File: config.mk
export PLATFORM = sky130hd
export DESIGN_NAME = number_to_ascii_formatter
export DESIGN_NICKNAME = d
export VERILOG_FILES = /design/src/hw/rtl/n2a_pkg.sv /design/src/hw/rtl/number_to_ascii_formatter.sv /design/src/hw/rtl/n2a_conv.sv /design/src/hw/rtl/n2a_ser.sv
export SDC_FILE = /design/constraint.sdc
export NUM_CORES = 1
export LEC_CHECK = 0
export BUFFER_PORTS_ARGS = -buffer_cell sky130_fd_sc_hd__buf_2
export CAP_MARGIN = 20
export CORE_MARGIN = 3
export CORE_UTILIZATION = 45
export CTS_CLUSTER_DIAMETER = 150
export DETAILED_ROUTE_END_ITERATION = 16
export GPL_TIMING_DRIVEN = 0
export MAX_ROUTING_LAYER = met4
export SLEW_MARGIN = 30
export SYNTH_ARGS = -nofsm -noshare
export SYNTH_HDL_FRONTEND = slang
export SYNTH_SLANG_ARGS = --single-unit
File: constraint.sdc
create_clock -name clk_i -period 6.6 [get_ports clk_i]
set_input_delay 1.32 -clock clk_i [delete_from_list [all_inputs] [get_ports clk_i]]
set_output_delay 1.32 -clock clk_i [all_outputs]
set_load 0.005 [all_outputs]
File: src/hw/rtl/n2a_pkg.sv
// Shared types, command codes and digit helpers for the number-to-ASCII formatter.
// Used by n2a_conv, n2a_ser and number_to_ascii_formatter; depends on nothing.
`default_nettype none

package n2a_pkg;

  // Command codes
  localparam logic [1:0] CMD_HEX_BYTE  = 2'd0;
  localparam logic [1:0] CMD_HEX_SHORT = 2'd1;
  localparam logic [1:0] CMD_DECIMAL   = 2'd2;
  localparam logic [1:0] CMD_RAW_SHORT = 2'd3;

  localparam int unsigned MaxBytes = 5;
  localparam int unsigned IdxW     = $clog2(MaxBytes);

  localparam logic [7:0] ASCII_ZERO = 8'h30;
  localparam logic [7:0] ASCII_A    = 8'h41;

  // Input item
  typedef struct packed {
    logic [15:0] value;
    logic [1:0]  command;
  } in_t;

  // Result item
  typedef struct packed {
    logic [7:0] out_byte;
    logic       last;
  } out_t;

  // Formatted run handed from the converter to the serializer
  typedef struct packed {
    logic [MaxBytes-1:0][7:0] bytes;
    logic [IdxW-1:0]          last_idx;
  } fmt_t;

  // One decimal digit and what is left below its weight
  typedef struct packed {
    logic [3:0]  digit;
    logic [15:0] rem;
  } dig_t;

  // Uppercase hex character of a nibble
  function automatic logic [7:0] nibble_char(input logic [3:0] n);
    logic [7:0] c;
    if (n < 4'd10) begin
      c = ASCII_ZERO + {4'd0, n};
    end else begin
      c = ASCII_A + {4'd0, n} - 8'd10;
    end
    return c;
  endfunction

  // Leading decimal digit of r for a constant weight, by parallel compares
  // against the multiples of the weight; r must be below ten times the weight.
  function automatic dig_t digit_step(input logic [15:0] r, input logic [13:0] weight);
    dig_t       res;
    logic [17:0] thr;
    res.digit = 4'd0;
    res.rem   = r;
    for (int k = 1; k < 10; k++) begin
      thr = 18'(k) * {4'd0, weight};
      if ({2'd0, r} >= thr) begin
        res.digit = 4'(k);
        res.rem   = 16'({2'd0, r} - thr);
      end
    end
    return res;
  endfunction

endpackage

`default_nettype wire

File: src/hw/rtl/number_to_ascii_formatter.sv
// Number-to-ASCII formatter: 16-bit value plus command in, one byte per
// output transfer, final byte of each run flagged with last.
// Commands: hex byte (2 bytes), hex short (4), five-digit decimal (5),
// raw short (2), always most significant first.
// Input channel in_valid_i/in_ready_o/in_data_i, output channel
// out_valid_o/out_ready_i/out_data_o, both valid/ready.
// The first byte of a run passes the three converter stages and then the
// serializer buffer before it is valid on the output.
// The serializer sends one byte per transfer, one per cycle while the
// receiver is ready; the next run is loaded in the cycle the final byte of
// the current one transfers, so output runs go back to back.
// The converter stages keep taking items while the serializer works, until
// they fill up.
// Reset clears all valid bits and the serializer byte index; nothing else is held.
// When the receiver stalls, the current byte holds and the stall backs up
// through the stages without losing or repeating an item.
`default_nettype none

module number_to_ascii_formatter
  import n2a_pkg::*;
(
  input  wire logic clk_i,
  input  wire logic rst_ni,
  input  wire logic in_valid_i,
  output logic      in_ready_o,
  input  wire in_t  in_data_i,
  output logic      out_valid_o,
  input  wire logic out_ready_i,
  output out_t      out_data_o
);

  logic fmt_valid;
  logic fmt_ready;
  fmt_t fmt;

  n2a_conv u_conv (
    .clk_i       (clk_i),
    .rst_ni      (rst_ni),
    .in_valid_i  (in_valid_i),
    .in_ready_o  (in_ready_o),
    .in_data_i   (in_data_i),
    .fmt_valid_o (fmt_valid),
    .fmt_ready_i (fmt_ready),
    .fmt_o       (fmt)
  );

  n2a_ser u_ser (
    .clk_i       (clk_i),
    .rst_ni      (rst_ni),
    .fmt_valid_i (fmt_valid),
    .fmt_ready_o (fmt_ready),
    .fmt_i       (fmt),
    .out_valid_o (out_valid_o),
    .out_ready_i (out_ready_i),
    .out_data_o  (out_data_o)
  );

endmodule

`default_nettype wire

File: src/hw/rtl/n2a_conv.sv
// Three-stage converter: decimal digit extraction and character formatting.
// Depends on n2a_pkg.
`default_nettype none

module n2a_conv
  import n2a_pkg::*;
(
  input  wire logic clk_i,
  input  wire logic rst_ni,
  input  wire logic in_valid_i,
  output logic      in_ready_o,
  input  wire in_t  in_data_i,
  output logic      fmt_valid_o,
  input  wire logic fmt_ready_i,
  output fmt_t      fmt_o
);

  // Stage 1: ten-thousands digit
  logic        vld1_q;
  logic [15:0] val1_q;
  logic [1:0]  cmd1_q;
  logic [3:0]  d4_1_q;
  logic [13:0] rem1_q;
  // Stage 2: thousands and hundreds digits
  logic        vld2_q;
  logic [15:0] val2_q;
  logic [1:0]  cmd2_q;
  logic [3:0]  d4_2_q, d3_2_q, d2_2_q;
  logic [6:0]  rem2_q;
  // Stage 3: formatted bytes
  logic        vld3_q;
  fmt_t        fmt3_q;

  logic rdy1, rdy2, rdy3;
  dig_t s1_d4, s2_d3, s2_d2, s3_d1, s3_d0;
  fmt_t fmt3_d;

  // Stall chain: a stage takes data when it is empty or its contents move on
  assign rdy3       = !vld3_q || fmt_ready_i;
  assign rdy2       = !vld2_q || rdy3;
  assign rdy1       = !vld1_q || rdy2;
  assign in_ready_o = rdy1;

  assign s1_d4 = digit_step(in_data_i.value, 14'd10000);
  assign s2_d3 = digit_step({2'd0, rem1_q}, 14'd1000);
  assign s2_d2 = digit_step(s2_d3.rem, 14'd100);
  assign s3_d1 = digit_step({9'd0, rem2_q}, 14'd10);
  assign s3_d0 = digit_step(s3_d1.rem, 14'd1);

  // Byte run per command, first byte out in slot 0
  always_comb begin
    fmt3_d = '0;
    case (cmd2_q)
      CMD_HEX_BYTE: begin
        fmt3_d.bytes[0] = nibble_char(val2_q[7:4]);
        fmt3_d.bytes[1] = nibble_char(val2_q[3:0]);
        fmt3_d.last_idx = IdxW'(1);
      end
      CMD_HEX_SHORT: begin
        fmt3_d.bytes[0] = nibble_char(val2_q[15:12]);
        fmt3_d.bytes[1] = nibble_char(val2_q[11:8]);
        fmt3_d.bytes[2] = nibble_char(val2_q[7:4]);
        fmt3_d.bytes[3] = nibble_char(val2_q[3:0]);
        fmt3_d.last_idx = IdxW'(3);
      end
      CMD_DECIMAL: begin
        fmt3_d.bytes[0] = nibble_char(d4_2_q);
        fmt3_d.bytes[1] = nibble_char(d3_2_q);
        fmt3_d.bytes[2] = nibble_char(d2_2_q);
        fmt3_d.bytes[3] = nibble_char(s3_d1.digit);
        fmt3_d.bytes[4] = nibble_char(s3_d0.digit);
        fmt3_d.last_idx = IdxW'(4);
      end
      CMD_RAW_SHORT: begin
        fmt3_d.bytes[0] = val2_q[15:8];
        fmt3_d.bytes[1] = val2_q[7:0];
        fmt3_d.last_idx = IdxW'(1);
      end
      default: begin
        fmt3_d = '0;
      end
    endcase
  end

  // Valid bits
  always_ff @(posedge clk_i or negedge rst_ni) begin
    if (!rst_ni) begin
      vld1_q <= 1'b0;
      vld2_q <= 1'b0;
      vld3_q <= 1'b0;
    end else begin
      if (rdy1) vld1_q <= in_valid_i;
      if (rdy2) vld2_q <= vld1_q;
      if (rdy3) vld3_q <= vld2_q;
    end
  end

  // Payload registers
  always_ff @(posedge clk_i) begin
    if (rdy1 && in_valid_i) begin
      val1_q <= in_data_i.value;
      cmd1_q <= in_data_i.command;
      d4_1_q <= s1_d4.digit;
      rem1_q <= s1_d4.rem[13:0];
    end
    if (rdy2 && vld1_q) begin
      val2_q <= val1_q;
      cmd2_q <= cmd1_q;
      d4_2_q <= d4_1_q;
      d3_2_q <= s2_d3.digit;
      d2_2_q <= s2_d2.digit;
      rem2_q <= s2_d2.rem[6:0];
    end
    if (rdy3 && vld2_q) begin
      fmt3_q <= fmt3_d;
    end
  end

  assign fmt_valid_o = vld3_q;
  assign fmt_o       = fmt3_q;

endmodule

`default_nettype wire

File: src/hw/rtl/n2a_ser.sv
// Serializer: holds one formatted run and sends it one byte per transfer.
// Depends on n2a_pkg.
`default_nettype none

module n2a_ser
  import n2a_pkg::*;
(
  input  wire logic clk_i,
  input  wire logic rst_ni,
  input  wire logic fmt_valid_i,
  output logic      fmt_ready_o,
  input  wire fmt_t fmt_i,
  output logic      out_valid_o,
  input  wire logic out_ready_i,
  output out_t      out_data_o
);

  logic                     vld_q;
  logic [MaxBytes-1:0][7:0] buf_q;
  logic [IdxW-1:0]          last_idx_q;
  logic [IdxW-1:0]          idx_q;
  logic                     at_last;
  logic                     out_xfer;
  logic                     load;

  assign at_last     = (idx_q == last_idx_q);
  assign out_xfer    = vld_q && out_ready_i;
  // Next run loads while the final byte of this one leaves
  assign fmt_ready_o = !vld_q || (out_ready_i && at_last);
  assign load        = fmt_ready_o && fmt_valid_i;

  // Control
  always_ff @(posedge clk_i or negedge rst_ni) begin
    if (!rst_ni) begin
      vld_q <= 1'b0;
      idx_q <= '0;
    end else if (load) begin
      vld_q <= 1'b1;
      idx_q <= '0;
    end else if (out_xfer) begin
      if (at_last) begin
        vld_q <= 1'b0;
      end else begin
        idx_q <= idx_q + IdxW'(1);
      end
    end
  end

  // Run buffer
  always_ff @(posedge clk_i) begin
    if (load) begin
      buf_q      <= fmt_i.bytes;
      last_idx_q <= fmt_i.last_idx;
    end
  end

  // Byte select
  always_comb begin
    out_data_o.last = at_last;
    case (idx_q)
      IdxW'(0): out_data_o.out_byte = buf_q[0];
      IdxW'(1): out_data_o.out_byte = buf_q[1];
      IdxW'(2): out_data_o.out_byte = buf_q[2];
      IdxW'(3): out_data_o.out_byte = buf_q[3];
      IdxW'(4): out_data_o.out_byte = buf_q[4];
      default:  out_data_o.out_byte = buf_q[0];
    endcase
  end

  assign out_valid_o = vld_q;

endmodule

`default_nettype wire
---- Word-level counts from Yosys, hierarchy flattened ----
Index checks and enable logic that the tools add are counted.
W data, S select, Z words.
storage, ports and cells
  flip-flop bits (word level) ............. 166
  latch bits .............................. 0
  bits in writable memories ............... 0
  ROM bits ................................ 0
  input bits .............................. 22
  output and inout bits ................... 11
  logic and storage cells ................. 244
  memories kept ........................... 0
operators by class
  add/sub/neg operators ................... 70
  multiply operators ...................... 0
  divide/modulo/power cells ............... 0
  $lt $le $gt $ge ......................... 51
  equality and inequality tests ........... 9
  shifts and indexed selects .............. 0
  muxes and demuxes ....................... 60
  bitwise gates (word level) .............. 0
  reduce and logical (&&, ||, !) cells .... 23
operators with widths
  cell                      count
  $mux W19                  17
  $mux W18                  11
  $mux W17                  7
  $mux W20                  4
  $pmux W19 S4              1
  $add A7 B4 Y8 const A     9
  $mux W8                   9
  $sub A8 B4 Y8 const B     9
  $ge A16 B10 Y1 const B    4
  $ge A16 B3 Y1 const B     4
  $sub A16 B3 Y16 const B   4
  $add A6 B4 Y7 const A     9
  $sub A14 B13 Y15 const B  4
  $ge A14 B13 Y1 const B    4
  $ge A16 B16 Y1 const B    3
  $ge A16 B9 Y1 const B     3
  $sub A16 B10 Y16 const B  3
  $sub A16 B9 Y16 const B   3
  $lt A4 B4 Y1 const B      9
  $ge A16 B15 Y1 const B    2
  $ge A16 B2 Y1 const B     2
  $ge A16 B4 Y1 const B     2
  $pmux W16 S2              1
  $pmux W8 S4               1
  other kinds (52)          88

---- Longest topological paths before layout ----
Gate-level depths: netlist of run 1.
  depth after elaboration ................. 23
  depth in mapped cells ................... 23
  depth with buffers taken out ............ 20

---- Modules after synthesis ----
From an unflattened synthesis of run 1, not the netlist that was laid out.
unflattened totals
  cells, all modules ...................... 1,358
  area, all modules ....................... 12,512.0 um^2
modules (own cells, without submodules)
  module    times used  cells an instance  area an instance (um^2)  seq. area each (um^2)
  n2a_conv  1           1,234              10,531.4                 3,228.1
  n2a_ser   1           124                1,980.6                  1,391.3

---- Least setup slack after synthesis of run 1 ----
OpenSTA, ideal clock, no wires.
  path type ............................... register to register
  start point ............................. register u_conv.rem1_q[5]
  end point ............................... register u_conv.rem2_q[6] (data pin)
  setup time .............................. 0.137 ns
  arrival ................................. 4.763 ns
  required time ........................... 6.463 ns
  slack ................................... 1.699 ns
  cell stages (with the launch flop) ...... 20
  buffers on the path ..................... 4
  clock period less this slack ............ 4.901 ns
  path through ............................ edfxtp_1 clkbuf_1 inv_1 ha_1 and3_1 a22oi_1 o21a_1 clkbuf_1 o32ai_1 a2111o_1 a21oi_1 clkbuf_1 ha_1 a21boi_0 or3_1 clkbuf_1 o211ai_1 o211a_1 or4_1 nand4_1
RTL lines
  element                 line             source
  start, declared         n2a_conv.sv:23   logic [13:0] rem1_q;
  start signal, assigned  n2a_conv.sv:104  rem1_q <= s1_d4.rem[13:0];
  end signal, assigned    n2a_conv.sv:112  rem2_q <= s2_d2.rem[6:0];
  end, declared           n2a_conv.sv:29   logic [6:0] rem2_q;

---- Final worst setup path of run 1 ----
  start point ............................. register u_conv.rem1_q[3]
  end point ............................... register u_conv.d2_2_q[0] (data pin)
on the way
  longest elaborated chain between the ends .. 19
  elaborated cells on any way between the ends .. 44
  classes of those cells .................. 9 x add/sub; 18 x order compare; 17 x mux
RTL lines
  element                                             line                          source
  $sub A14 B10 Y15 or $ge A14 B10 Y1 (tied branches)  n2a_pkg.sv:65, n2a_pkg.sv:63
  $mux W17                                            n2a_pkg.sv:63                 if ({2'd0, r} >= thr) begin
  $mux W18 (2 in a row)                               n2a_pkg.sv:63
  $mux W19 (4 in a row)                               n2a_pkg.sv:63
  $mux W17                                            n2a_pkg.sv:63
  $mux W16 *                                          n2a_pkg.sv:63
  $ge A16 B7 Y1                                       n2a_pkg.sv:63
  $mux W17                                            n2a_pkg.sv:63
  $mux W18 (2 in a row)                               n2a_pkg.sv:63
  $mux W19 (4 in a row)                               n2a_pkg.sv:63
  $mux W17                                            n2a_pkg.sv:63
  end signal, assigned                                n2a_conv.sv:111               d2_2_q <= s2_d2.digit;
  end, declared                                       n2a_conv.sv:28                logic [3:0] d4_2_q, d3_2_q, d2_2_q;
Mark *: on every way between the ends. The rest lies on a longest branch, timed or not.
A chain may end at the register's enable or synchronous reset.

==> metrics.md, run 1 <==
| Metric | Value |
|---|---|
| Status | `finished, final reports clean` |
| Most common cell after layout, fill and taps aside | `edfxtp_1` |
| Syn avg cell area | `between 9 and 10 sq um` |
| CP Cell Sequence | `clkbuf_1 -> inv_1 -> ha_1 -> nand2b_1 -> o2111ai_1 -> and2_1 -> clkbuf_1 -> a221oi_1 -> o211a_1 -> ha_1 -> clkbuf_1 -> nand2_1 -> a21o_1 -> a211o_1 -> and4_1 -> o21ai_1 -> nand2_1 -> a31o_2` |
| Net Sw Frac | `0.419` |
| Wire length of the first global-routing pass | `about 60 mm` |
| Nets | `about 1.5k` |
| Worst EP required | `about 6800 ps` |
| Initial antenna violation count | `0` |
| Worst Setup End Kind | `flip-flop` |
| Max FO, Critical Path | `10` |
| Via-to-Cell Ratio | `6.39` |
| Syn nets | `~1.5k` |
| Worst VDD drop | `0.138 mV` |
| Multi-input logic area | `~0.0073 sq mm` |
| Vias | `around 11k` |
| DR pass1 iterations | `7` |
| Clock power frac | `0.230` |
| TritonCTS buffer count | `17` |
| Total track usage | `0.259` |
| Worst-path clk slew | `~80 ps` |
| HPWL after detailed placement | `around 28 mm` |
| GPL Wtd Cong | `roughly 0.97` |
| ANT cells | `0` |
| Remaining DRCs | `0` |
| Ratio of final minimum period to clock period | `0.954` |
| Final hold vios | `0` |
| Ys Warns | `0` |
| Clk_skew | `18.3 ps` |
| Antenna Violating Nets Remaining | `0` |
| Design Area, Final | `between 0.01 and 0.015 sq mm` |
| Leakage power | `~5.0 nW` |
| Worst skew pair latency | `440 ps` |
| Final WL | `37.3 mm` |
| Layout cells sized above 1 | `0.0883` |
| CTS tree | `built` |
| Die Area | `a little under 0.03 sq mm` |
| Post-CTS Setup Repair Bufs | `0` |
| Worst setup SP type | `flip-flop` |
| I/O pin total | `33` |
| Worst Tran Pin Value | `between 800 and 900 ps` |
| Minimum clock period after layout | `6290 ps` |
| Number of fill cells | `approximately 2.5k` |
| Average wire per cell in the routed design | `21.0 microns` |
| Netlist cell types | `96` |
| Slew margin rel. | `0.413` |
| WS Path Type | `reg2reg` |
| Largest stage delay on the critical path | `640 ps` |
| Die Height | `~170 microns` |
| Clock Path Buffers | `2` |
| CP delay by family, top | `compound AO/OA/AOI/OAI gates` |
| Sequential cell area | `0.00453 sq mm` |
| Net switching power | `about 1.8 mW` |
| Syn-to-layout area delta | `10.7%` |
| Crit path arrival time | `roughly 6500 ps` |
| Post-CTS Resized | `0` |
| Most common cell on crit path | `clkbuf_1` |
| Gr ovfl total | `0` |
| CTS Hold Bufs | `0` |
| Main synth FF type | `edfxtp_1` |
| Cell internal pwr | `~2.5 mW` |
| DP Area | `0.0131 sq mm` |
| Most frequent cells in the layout | `edfxtp_1 (145), nand2_1 (123), a21oi_1 (111), ha_1 (84), nor2_1 (82)` |
| Seq cells post-synth | `152` |
| Comb pwr share | `0.447` |
| Sequential share of power | `0.323` |
| Seq/Total Area, Yosys | `0.366` |
| Slew Viols, Final | `0` |
| Root Driver | `clkbuf_16` |
| Vias in the first global route | `10.7k` |
| Max-cap violations | `0` |
| Ys async rst share | `0.0461` |
| Post-Syn Area | `between 0.01 and 0.015 sq mm` |
| Place WS | `approximately 200 ps` |
| CTS H-tree lvls | `4` |
| Post-synth EDFFs | `around 150` |
| Port-buffer cells | `32` |
| Largest net degree at the start of global routing | `32` |
| Unrepaired setup endpoints after global routing | `false` |
| Setup violations, final | `0` |
| Worst Hold Class | `reg2reg` |
| Initial core utilization | `0.458` |
| DR iter-0 viols | `1,340` |
| Core ar. | `around 0.027 sq mm` |
| Clk sink count | `152` |
| Num rows | `60` |
| Post-Route Setup TNS | `0 ps` |
| FMAX | `about 0.16 GHz` |
| Post-Synthesis Cells | `approximately 1.4k` |
| Power Density | `about 300 mW/mm^2` |
| Slowest library cell on the worst path | `a221oi_1` |
| Buf/Inv on CP | `4` |
| Worst Slack Setup Final | `between 300 and 400 ps` |
| Chip Width | `172 microns` |
==> state kept, by name, summed over array words and instances, names as in the netlist, 4 cells and up <==
signal,cells
u_conv.d3_2_q,4
u_conv.rem2_q,7
u_conv.val2_q,14
u_conv.d2_2_q,4
u_conv.fmt_o,40
u_conv.val1_q,12
u_conv.rem1_q,14
u_ser.buf_q,37
==> synth_stat cells (6+ instances only) <==
library cell  instances  area share
edfxtp_1            145        0.35
nand2_1             123       0.037
a21oi_1             111       0.045
ha_1                 84       0.085
nor2_1               82       0.025
o21ai_0              79       0.032
clkbuf_1             66       0.020
inv_1                62       0.019
nand3_1              48       0.019
nor3_1               40       0.016
a211oi_1             29       0.018
a31oi_1              24       0.012
xnor2_1              24       0.017
a21o_1               22       0.013
nand2b_1             21       0.011
o22ai_1              20       0.010
mux2i_1              19       0.015
o31ai_1              18       0.011
o211ai_1             17       0.010
o21a_1               16      0.0097
and3_1               14      0.0071
a22oi_1              13      0.0079
and2_1               13      0.0066
nor2b_1              13      0.0066
nor4_1               13      0.0066
xor2_1               12      0.0085
a211o_1              11      0.0078
buf_2                10      0.0040
a21boi_0              9      0.0055
buf_1                 9      0.0027
nand4_1               9      0.0045
o2111ai_1             9      0.0064
or3_1                 9      0.0045
a32oi_1               8      0.0057
o211a_1               8      0.0065
dfrtp_1               7       0.014
mux2_2                7      0.0064
a222oi_1              6      0.0049
and4_1                6      0.0042
nand4b_1              6      0.0042
==> path summary, 6_finish.rpt <==
kind	start	endpoint	slack, ps	cells past startpoint
max	u_conv.rem1_q[3]	u_conv.d2_2_q[0]	310	18
min	u_conv.fmt_o[8]	u_ser.buf_q[5]	410	0
max reg2reg	u_conv.rem1_q[3]	u_conv.d2_2_q[0]	310	18
min reg2reg	u_conv.fmt_o[8]	u_ser.buf_q[5]	410	0
max in group asynchronous	rst_ni	u_conv.vld1_q	5720	1
min in group asynchronous	rst_ni	u_ser.out_valid_o	710	1
==> power groups by stage <==
stage                     logic (mW)  registers (mW)  clock network [mW]
final                           1.89            1.36               0.969
after CTS                       1.85            1.36               0.988
after floorplan                 1.32            1.35                   0
after global routing            2.06            1.38                1.03
after global placement          1.82            1.39                   0
after detailed placement        1.84            1.38                   0
==> layout make-up <==
| class | instances | area share |
|---|---|---|
| clock buffers | 17 | 0.0311 |
| multi-input cells | 1064 | 0.531 |
| clock inverters | 15 | 0.0142 |
| flip-flops and latches | 152 | 0.331 |
| inverters | 66 | 0.0181 |
| plain buffers | 88 | 0.0265 |
| repair buffers | 36 | 0.0177 |
| well taps | 341 | 0.0311 |
==> per-layer routing <==
metal	wire length [microns]	track usage	up-vias	part of all wire
met5	0	-	-	0
met4	1230	0.0934	0	0.033
met3	2090	0.0292	84	0.056
met2	17400	0.413	497	0.47
met1	16600	0.345	5417	0.44
li1	-	-	5363	-
==> logic make-up after synthesis <==
kind of cell	Yosys count	share of synthesized area
flops	152	0.366
xor+xnor	36	0.0255
buf+inv	154	0.0492
other cells	1	0.000303
fa+ha+maj	84	0.0849
simple gates	431	0.179
mux	26	0.0217
compound gates	486	0.273
==> metrics by stage <==
step	cells	utilization	power (mW)	hold WS, ps
2_1_floorplan	1370	-	2.67	400
3_3_place_gp	1743	0.480	3.21	400
3_5_place_dp	1747	0.484	3.23	405
4_1_cts	1779	0.507	4.20	416
5_1_grt	1779	0.507	4.47	416
6_report	1779	0.507	4.22	413
Power figures use the tool's default switching activity.
==> run 2: changes to the inputs <==
- BUFFER_PORTS_ARGS: -buffer_cell sky130_fd_sc_hd__buf_2 -> not set
- CAP_MARGIN: 20 -> 5
- DONT_BUFFER_PORTS: not set -> 1
- TNS_END_PERCENT: not set -> 10
==> run 2 against run 1 <==
  * Highest routed layer unchanged
  * Clock skew rose by 5.0 ps
  * First-iteration DRC count fell by 16%
  * Non-clock buffer count fell by 33
  * Via count fell by 1.5%
  * Clock power rose by 4%
  * Fmax rose by 1.3%
==> metrics.md, run 2 (synthesis gave the netlist of run 1 again) <==
| Metric | Value |
|---|---|
| Root Driver | `clkbuf_16 (unchanged)` |
| Worst-path clk slew | `80 ps (about the same)` |
| CTS tree | `built (unchanged)` |
| Crit path arrival time | `6490 ps (about the same)` |
| Worst setup SP type | `flip-flop (unchanged)` |
| Syn-to-layout area delta | `9.43% (was 10.7%)` |
| Slew Viols, Final | `0 (unchanged)` |
| Largest net degree at the start of global routing | `32 (unchanged)` |
| Worst EP required | `6880 ps (was 6790 ps)` |
| Via-to-Cell Ratio | `6.41 (was 6.39)` |
| Most frequent cells in the layout | `edfxtp_1 (145), nand2_1 (123), a21oi_1 (111), ha_1 (84), nor2_1 (82) (unchanged)` |
| Clock power frac | `0.240 (was 0.230)` |
| Net Sw Frac | `0.421 (was 0.419)` |
| Chip Width | `172 microns (unchanged)` |
| FMAX | `0.161 GHz (was 0.159 GHz)` |
| Clock Path Buffers | `2 (unchanged)` |
| Clk_skew | `23.3 ps (was 18.3 ps)` |
| Status | `finished, final reports clean (unchanged)` |
| Post-Route Setup TNS | `0 ps (unchanged)` |
| Ratio of final minimum period to clock period | `0.941 (was 0.954)` |
| HPWL after detailed placement | `27.3 mm (was 28.0 mm)` |
| Clk sink count | `152 (unchanged)` |
| Worst skew pair latency | `430 ps (was 440 ps)` |
| Final WL | `36.4 mm (was 37.3 mm)` |
| Max FO, Critical Path | `14 (was 10)` |
| Antenna Violating Nets Remaining | `0 (unchanged)` |
| I/O pin total | `33 (unchanged)` |
| Design Area, Final | `0.0135 sq mm (was 0.0137 sq mm)` |
| WS Path Type | `reg2reg (unchanged)` |
| Minimum clock period after layout | `6210 ps (was 6290 ps)` |
| DR pass1 iterations | `5 (was 7)` |
| Port-buffer cells | `0 (was 32)` |
| Leakage power | `4.91 nW (was 5.04 nW)` |
| Vias | `11.2k (was 11.4k)` |
| Initial core utilization | `0.458 (unchanged)` |
| Gr ovfl total | `0 (unchanged)` |
| Die Area | `0.0295 sq mm (unchanged)` |
| Most common cell after layout, fill and taps aside | `edfxtp_1 (unchanged)` |
| GPL Wtd Cong | `1.04 (was 0.969)` |
| Comb pwr share | `0.435 (was 0.447)` |
| Num rows | `60 (unchanged)` |
| Place WS | `270 ps (was 201 ps)` |
| Power Density | `310 mW/mm^2 (was 308 mW/mm^2)` |
| Initial antenna violation count | `0 (unchanged)` |
| Vias in the first global route | `10.6k (was 10.7k)` |
| Worst VDD drop | `0.172 mV (was 0.138 mV)` |
| Worst Setup End Kind | `flip-flop (unchanged)` |
| Worst Hold Class | `reg2reg (unchanged)` |
| Unrepaired setup endpoints after global routing | `false (unchanged)` |
| Die Height | `172 microns (unchanged)` |
| Final hold vios | `0 (unchanged)` |
| Total track usage | `0.255 (was 0.259)` |
| Max reg flops | `40 (unchanged)` |
| Number of fill cells | `2,574 (was 2,540)` |
| DP Area | `0.0129 sq mm (was 0.0131 sq mm)` |
| Slew margin rel. | `0.405 (was 0.413)` |
| CTS H-tree lvls | `4 (unchanged)` |
| Net switching power | `1.76 mW (was 1.77 mW)` |
| Layout cells sized above 1 | `0.0662 (was 0.0883)` |
| Cell internal pwr | `2.43 mW (was 2.45 mW)` |
| Wire length of the first global-routing pass | `58.4 mm (was 58.8 mm)` |
| Core ar. | `0.0270 sq mm (unchanged)` |
| Nets | `1,498 (was 1,531)` |
| Sequential share of power | `0.325 (was 0.323)` |
| ANT cells | `0 (unchanged)` |
| Setup violations, final | `0 (unchanged)` |
| Average wire per cell in the routed design | `20.9 microns (was 21.0 microns)` |
| Remaining DRCs | `0 (unchanged)` |
| Max-cap violations | `0 (unchanged)` |
| TritonCTS buffer count | `17 (unchanged)` |
| Worst Tran Pin Value | `884 ps (was 873 ps)` |
| DR iter-0 viols | `1,131 (was 1,340)` |
| Worst Slack Setup Final | `389 ps (was 306 ps)` |
[run 2: cell count changes in the layout (fill, tap and decap cells not counted), moves of 2 or more]
cell    before  now
buf_2       42   10
inv_12       0    4
inv_8        5    2
inv_6        1    3
[run 2: per-layer routing]
metal,global-route usage,part of all wire,vias up
met4,0.0864,0.030,0
li1,-,-,5306
met5,-,0,-
met2,0.395,0.46,507
met1,0.346,0.44,5293
met3,0.0354,0.068,81
[run 2: worst paths after layout]
kind / startpoint / end / slack, ps / cells after the start
max in group asynchronous: rst_ni / u_conv.vld1_q / 5950 / 0
min in group asynchronous: rst_ni / u_ser.idx_q[0] / 570 / 0
hold reg to reg: u_conv.fmt_o[4] / u_ser.buf_q[1] / 410 / 0
setup reg to reg: u_conv.rem1_q[3] / u_conv.rem2_q[6] / 390 / 19
hold / removal: u_conv.fmt_o[4] / u_ser.buf_q[1] / 410 / 0
setup / recovery: u_conv.rem1_q[3] / u_conv.rem2_q[6] / 390 / 19
[run 2: worst max-delay path: stages, from the launching register on]
cell and delay [ps]:
edfxtp_1 550, clkbuf_1 340, inv_1 280, ha_1 390, nor2b_1 130, o21a_1 280
o41ai_4 670, buf_2 380, o32a_1 190, o22ai_1 70, a21oi_1 290, clkbuf_2 400
ha_1 290, a21boi_0 330, or3_1 150, clkbuf_1 260, o211ai_1 150, o211a_1 250
or4_1 500, nand4_1 140
[run 2: through the flow]
| stage | cells | hold slack (ps) | power [mW] | util |
|---|---|---|---|---|
| global placement | 1711 | 401 | 3.14 | 0.474 |
| global route | 1746 | 416 | 4.46 | 0.501 |
| detailed placement | 1714 | 405 | 3.16 | 0.477 |
| CTS | 1746 | 410 | 4.19 | 0.501 |
| finish | 1746 | 408 | 4.20 | 0.501 |
| floorplan | 1370 | 400 | 2.67 | - |
[run 2: cell type report]
type	instances	area, sq um	area share
buffer	88	363	0.0268
clock buffer	17	425	0.0314
clock inverter	15	211	0.0156
inverter	66	248	0.0183
multi-input combinational	1064	7270	0.536
sequential	152	4530	0.334
tap	341	427	0.0315
timing repair buffer	3	75.1	0.00554
[run 2: repair_timing]
item	in CTS	in global routing
hold buffers	0	0
gates resized for setup	0	3
setup buffers	0	0
setup endpoints to repair	0	3
[run 2: power by group through the flow]
| stage | Combinational [mW] | Clock (mW) | Sequential [mW] |
|---|---|---|---|
| final | 1.82 | 1.01 | 1.36 |
| after global routing | 2.00 | 1.08 | 1.38 |
| after CTS | 1.79 | 1.03 | 1.36 |
| after detailed placement | 1.78 | 0 | 1.38 |
| after global placement | 1.75 | 0 | 1.39 |
| after floorplan | 1.32 | 0 | 1.35 |
